$ cat config.mk
export PLATFORM = sky130hd
export DESIGN_NAME = lsau_regfile
export DESIGN_NICKNAME = d
export VERILOG_FILES = /design/src/hdl/lsau_pkg.sv /design/src/hdl/lsau_regfile.sv
export SDC_FILE = /design/constraint.sdc
export NUM_CORES = 2
export LEC_CHECK = 0
export BUFFER_PORTS_ARGS = -buffer_cell sky130_fd_sc_hd__clkbuf_2
export CAP_MARGIN = 30
export CORE_ASPECT_RATIO = 0.8
export CORE_UTILIZATION = 46
export CTS_BUF_LIST = sky130_fd_sc_hd__clkbuf_4
export DETAILED_ROUTE_END_ITERATION = 7
export GPL_TIMING_DRIVEN = 0
export PLACE_DENSITY = 0.71
export SYNTH_ARGS = -nofsm -noshare
export SYNTH_HDL_FRONTEND = slang
export SYNTH_SLANG_ARGS = --single-unit
$ cat constraint.sdc
create_clock -name i_clk -period 7.6 [get_ports i_clk]
set_input_delay 2.28 -clock i_clk [delete_from_list [all_inputs] [get_ports i_clk]]
set_output_delay 2.28 -clock i_clk [all_outputs]
set_load 0.01 [all_outputs]
$ cat src/hdl/lsau_pkg.sv
// Shared types and constants for the load/store address unit.
// Used by lsau_regfile, lsau_exec and load_store_address_unit; depends on nothing.
package lsau_pkg;

    localparam int XLEN     = 64;
    localparam int NUM_REGS = 31;

    localparam logic [4:0] ZERO_REG = 5'd31;

    // Item actions
    localparam logic [1:0] ACT_EXEC   = 2'd0;
    localparam logic [1:0] ACT_RETURN = 2'd1;
    localparam logic [1:0] ACT_WRITE  = 2'd2;
    localparam logic [1:0] ACT_READ   = 2'd3;

    // Result kinds
    localparam logic [1:0] KIND_NONE    = 2'd0;
    localparam logic [1:0] KIND_MEM_RD  = 2'd1;
    localparam logic [1:0] KIND_MEM_WR  = 2'd2;
    localparam logic [1:0] KIND_REG_RPL = 2'd3;

    typedef struct packed {
        logic [1:0]      action;
        logic [31:0]     word;
        logic [XLEN-1:0] pc;
        logic [XLEN-1:0] ret_data;
        logic [4:0]      sel;
        logic [XLEN-1:0] wr_value;
    } t_item;

    typedef struct packed {
        logic            en;
        logic [4:0]      addr;
        logic [XLEN-1:0] data;
    } t_reg_wr;

    typedef struct packed {
        logic [1:0]      kind;
        logic [XLEN-1:0] addr;
        logic [XLEN-1:0] data;
        logic            wide;
        logic            unsup;
    } t_result;

endpackage

$ cat src/hdl/lsau_regfile.sv
// Register file X0..X30: two synchronous memory copies with registered reads,
// per-entry valid bits, last-write forwarding and the zero register. Uses lsau_pkg.
module lsau_regfile
    import lsau_pkg::*;
(
    input  logic            i_clk,
    input  logic            i_rst_n,
    input  logic            i_rd_en,
    input  logic [4:0]      i_base_addr,
    input  logic [4:0]      i_index_addr,
    input  logic [4:0]      i_data_addr,
    input  t_reg_wr         i_wr,
    output logic [XLEN-1:0] o_base,
    output logic [XLEN-1:0] o_index,
    output logic [XLEN-1:0] o_data
);

    logic [XLEN-1:0] r_mem_a [0:NUM_REGS-1];
    logic [XLEN-1:0] r_mem_b [0:NUM_REGS-1];

    logic [XLEN-1:0] r_rd_base;
    logic [XLEN-1:0] r_rd_index;
    logic [XLEN-1:0] r_rd_data;
    logic [4:0]      r_ra_base;
    logic [4:0]      r_ra_index;
    logic [4:0]      r_ra_data;

    logic [NUM_REGS-1:0] r_valid;
    logic                r_fw_valid;
    logic [4:0]          r_fw_addr;
    logic [XLEN-1:0]     r_fw_data;

    // Both copies take every write; reads see the old value on a same-edge write
    always_ff @(posedge i_clk) begin
        if (i_wr.en) begin
            r_mem_a[i_wr.addr] <= i_wr.data;
            r_mem_b[i_wr.addr] <= i_wr.data;
        end
        if (i_rd_en) begin
            r_rd_base  <= r_mem_a[i_base_addr];
            r_rd_index <= r_mem_a[i_index_addr];
            r_rd_data  <= r_mem_b[i_data_addr];
            r_ra_base  <= i_base_addr;
            r_ra_index <= i_index_addr;
            r_ra_data  <= i_data_addr;
        end
    end

    always_ff @(posedge i_clk) begin
        if (!i_rst_n) begin
            r_valid    <= '0;
            r_fw_valid <= 1'b0;
            r_fw_addr  <= '0;
            r_fw_data  <= '0;
        end else if (i_wr.en) begin
            r_valid[i_wr.addr] <= 1'b1;
            r_fw_valid         <= 1'b1;
            r_fw_addr          <= i_wr.addr;
            r_fw_data          <= i_wr.data;
        end
    end

    // Resolve: zero register, then last write, then memory if ever written
    always_comb begin
        if (r_ra_base == ZERO_REG) begin
            o_base = '0;
        end else if (r_fw_valid && r_fw_addr == r_ra_base) begin
            o_base = r_fw_data;
        end else if (r_valid[r_ra_base]) begin
            o_base = r_rd_base;
        end else begin
            o_base = '0;
        end

        if (r_ra_index == ZERO_REG) begin
            o_index = '0;
        end else if (r_fw_valid && r_fw_addr == r_ra_index) begin
            o_index = r_fw_data;
        end else if (r_valid[r_ra_index]) begin
            o_index = r_rd_index;
        end else begin
            o_index = '0;
        end

        if (r_ra_data == ZERO_REG) begin
            o_data = '0;
        end else if (r_fw_valid && r_fw_addr == r_ra_data) begin
            o_data = r_fw_data;
        end else if (r_valid[r_ra_data]) begin
            o_data = r_rd_data;
        end else begin
            o_data = '0;
        end
    end

endmodule

==> results by group <==
Clock network
  • Worst-path clk slew: 0.06 ns
  • Cts repair resizes: 0
  • CTS Buf Count: 578
  • CTS max path bufs: 4
  • Clock root cell: clkbuf_4
  • Number of setup buffers added after CTS: 0
  • CTS tree: yes
  • Worst-Skew Late Latency: 1.45 ns
  • Maximum level of the CTS H-tree: 6
  • Num Clock Sinks: 2,292
  • CTS Hold Buffers Added: 0

Logic synthesis
  • Area share of fa/ha/maj cells after synthesis: 0%
  • Yosys cell types: 28
  • Seq cells post-synth: 2,292
  • Avg Inst Size Synth: 20.4 sq um
  • Post-synthesis compound-gate area fraction: 2.49%
  • Syn Inst Count: 5,851
  • XOR/XNOR share of the synthesized area: 0.110%
  • Mapped Area: 119,000 sq um
  • Largest family of logic cells by synthesized area: multiplexers
  • Syn Nets: 5,939
  • Mux cell area share after synthesis: 37.2%
  • Simple logic cell fraction of the synthesized area: 1.35%
  • Register area share after synthesis: 56.9%
  • Synth warnings: 0

Power
  • Pwr dens: 210 nW/um^2
  • Lkg Pwr: 45.6 nW
  • NetSw: 7.95 mW
  • Maximum VDD drop: 0.000144 V
  • Part of the power in registers: 48.9%
  • Clock power frac: 36.8%
  • Pint: 21.3 mW
  • Pwr Total: 29.2 mW
  • Switching Share: 27.2%
  • Logic pwr share: 14.3%

Die
  • Number of core rows: 166
  • Starting density of the core: 46.4%
  • Core area: 257,000 sq um
  • Die area: 261,000 sq um
  • Ports: 280
  • Die width: 571 um
  • Die Height: 457 um

Route
  • Post-route ant nets: 0
  • Vias: 80,200
  • Vias per cell: 7.28
  • TritonRoute pass-1 iters: 6
  • Wire length per cell: 40.8 um
  • Drc violations: 0
  • DRT iter0 DRCs: 15,200
  • Final WL: 450,000 um

STA
  • Max-Slew Margin vs Limit: 19.1%
  • Unrepaired setup endpoints after global routing: false
  • Worst hold slack: 0.526 ns
  • Final period utilization: 99.0%
  • Final setup violation count: 0
  • Final Max Slew Viols: 0
  • Worst-Margin Slew: 1.21 ns
  • Final Hold Vio Count: 0
  • Clock skew: 0.0981 ns
  • Final Critical Period: 7.53 ns
  • Fmax: 133 MHz

Worst setup path
  • Startpoint type of the worst setup path: register
  • Crit-path max FO: 10
  • Worst path required time: 5.32 ns
  • Worst Path Class, Setup: reg -> out
  • Endpoint type of the worst setup path: output port
  • Worst EP arrival: 5.25 ns

Layout
  • Non-filler instance count after layout: 11,000
  • Fin nets: 7,190
  • Fin area: 139,000 sq um
  • Area Growth Syn to Fin: 16.9%
  • Layout cells sized above 1: 48.1%
  • Commonest non-fill, non-tap cells in the layout: edfxtp_1, mux4_2, clkbuf_4, clkbuf_2, mux2i_1
  • Util after Layout: 54.3%
  • Commonest non-fill, non-tap cell in the layout: edfxtp_1

Hold path
  • Worst Hold Class: reg -> reg

Placement
  • GPL Wtd Cong: 0.945
  • PortBufs: 275
  • Detailed placer's ending HPWL: 327,000 um
  • Placed Area: 132,000 sq um
  • DP Cell Count: 9,946

Global route
  • Largest net degree at the start of global routing: 93
  • Vias in the first global route: 78,000
  • Grt total ovfl: 0
  • Total GRT Usage: 34.3%
  • First-pass GRT wire length: 614,000 um
  • Initial antenna violation count: 50

Status
  • Status: finished, final reports clean

Flow run
  • Maxcap violations: 0
Yosys cell counts (all sizes together):
master	count	area, sq um
mux2i	300	3000
edfxtp	2191	65800
buf	238	1140
nor2	35	131
o221ai	3	26.3
clkbuf	305	1140
and3b	3	26.3
mux2	192	2160
o21ai	195	976
nand4	3	18.8
or3	1	6.26
dfxtp	101	2020
a21oi	3	15.0
xnor2	15	131
or3b	3	26.3
or2	6	37.5
nand3b	5	37.5
a22o	195	1710
nor2b	72	450
o21a	32	240
nor3b	3	22.5
nor4	3	63.8
mux4	1740	39200
nand2	202	758
nand3	5	25.0
final timing paths:
path	startpoint	to	slack, ns	depth (start not counted)
hold reg to reg	r_valid[20]$_SDFFE_PN0P_	r_valid[20]$_SDFFE_PN0P_	0.53	1
setup reg to reg	r_mem_a[23][61]$_DFFE_PP_	r_rd_index[61]$_DFFE_PP_	5.37	3
hold / removal	r_valid[20]$_SDFFE_PN0P_	r_valid[20]$_SDFFE_PN0P_	0.53	1
setup / recovery	r_ra_base[1]$_DFFE_PP_	o_base[17]	0.07	11
metal layers:
metal  vias to the layer above  share of wire (%)  global-route usage (%)  routed length (um)
met5                         -              0.077                   0.663                 348
met4                        34                5.9                    18.1               26700
met3                      1452                 18                    14.0               79100
met2                      8605                 43                    47.9              192000
li1                      28900                  -                       -                   -
met1                     41200                 34                    46.0              152000
critical path: stages, from the launching register on:
cell and delay (ns):
edfxtp_1 0.59, buf_6 0.25, buf_12 0.15, mux2i_1 0.11
mux4_2 0.51, a22o_1 0.26, nor4_4 0.65, buf_6 0.30
buf_6 0.23, buf_6 0.21, a22o_1 0.36, clkbuf_2 0.20
cells by family (layout without fill, tap and decap cells):
kind of cell | after synthesis | in the layout
DFF | 2292 | 2292
muxes | 2232 | 2232
buffers and inverters | 543 | 2212
AOI/OAI and AO/OA | 428 | 428
and+or+nand+nor | 341 | 341
xor gates and xnor gates | 15 | 15
other | 0 | 54
final cells by class:
class / count / area [sq um]
Fill cell: 19700 / 117000
Sequential cell: 2292 / 67800
Multi-Input combinational cell: 3016 / 49300
Timing Repair Buffer: 671 / 8240
Clock buffer: 822 / 6170
Tap cell: 3444 / 4310
Buffer: 543 / 2340
Clock inverter: 176 / 1020
Antenna cell: 54 / 135
sequential cells by signal (all words and copies together), names as in the netlist:
name and cells:
r_ra_base 5, r_rd_data 64, r_fw_valid 1, r_rd_index 64
r_mem_a 64, r_rd_base 64, r_fw_data 64, r_fw_addr 5
r_ra_index 5, r_ra_data 5, r_mem_b 1920, r_valid 31
per-stage QoR:
step,TNS [ns],setup WS (ns)
floorplan,0,1.40
global placement,-8546.91,-5.22
detailed placement,0,0.520
CTS,0,0.0388
global route,0,0.158
finish,0,0.0734
power groups by stage:
stage                     Clock [mW]  Combinational [mW]  Sequential [mW]
after floorplan                    0                2.17             14.5
after global placement             0                3.72             14.6
after detailed placement           0                4.04             14.6
after CTS                       10.8                4.06             14.3
after global routing            11.3                4.25             14.3
final                           10.8                4.19             14.3
(Power assumes the default switching activity.)
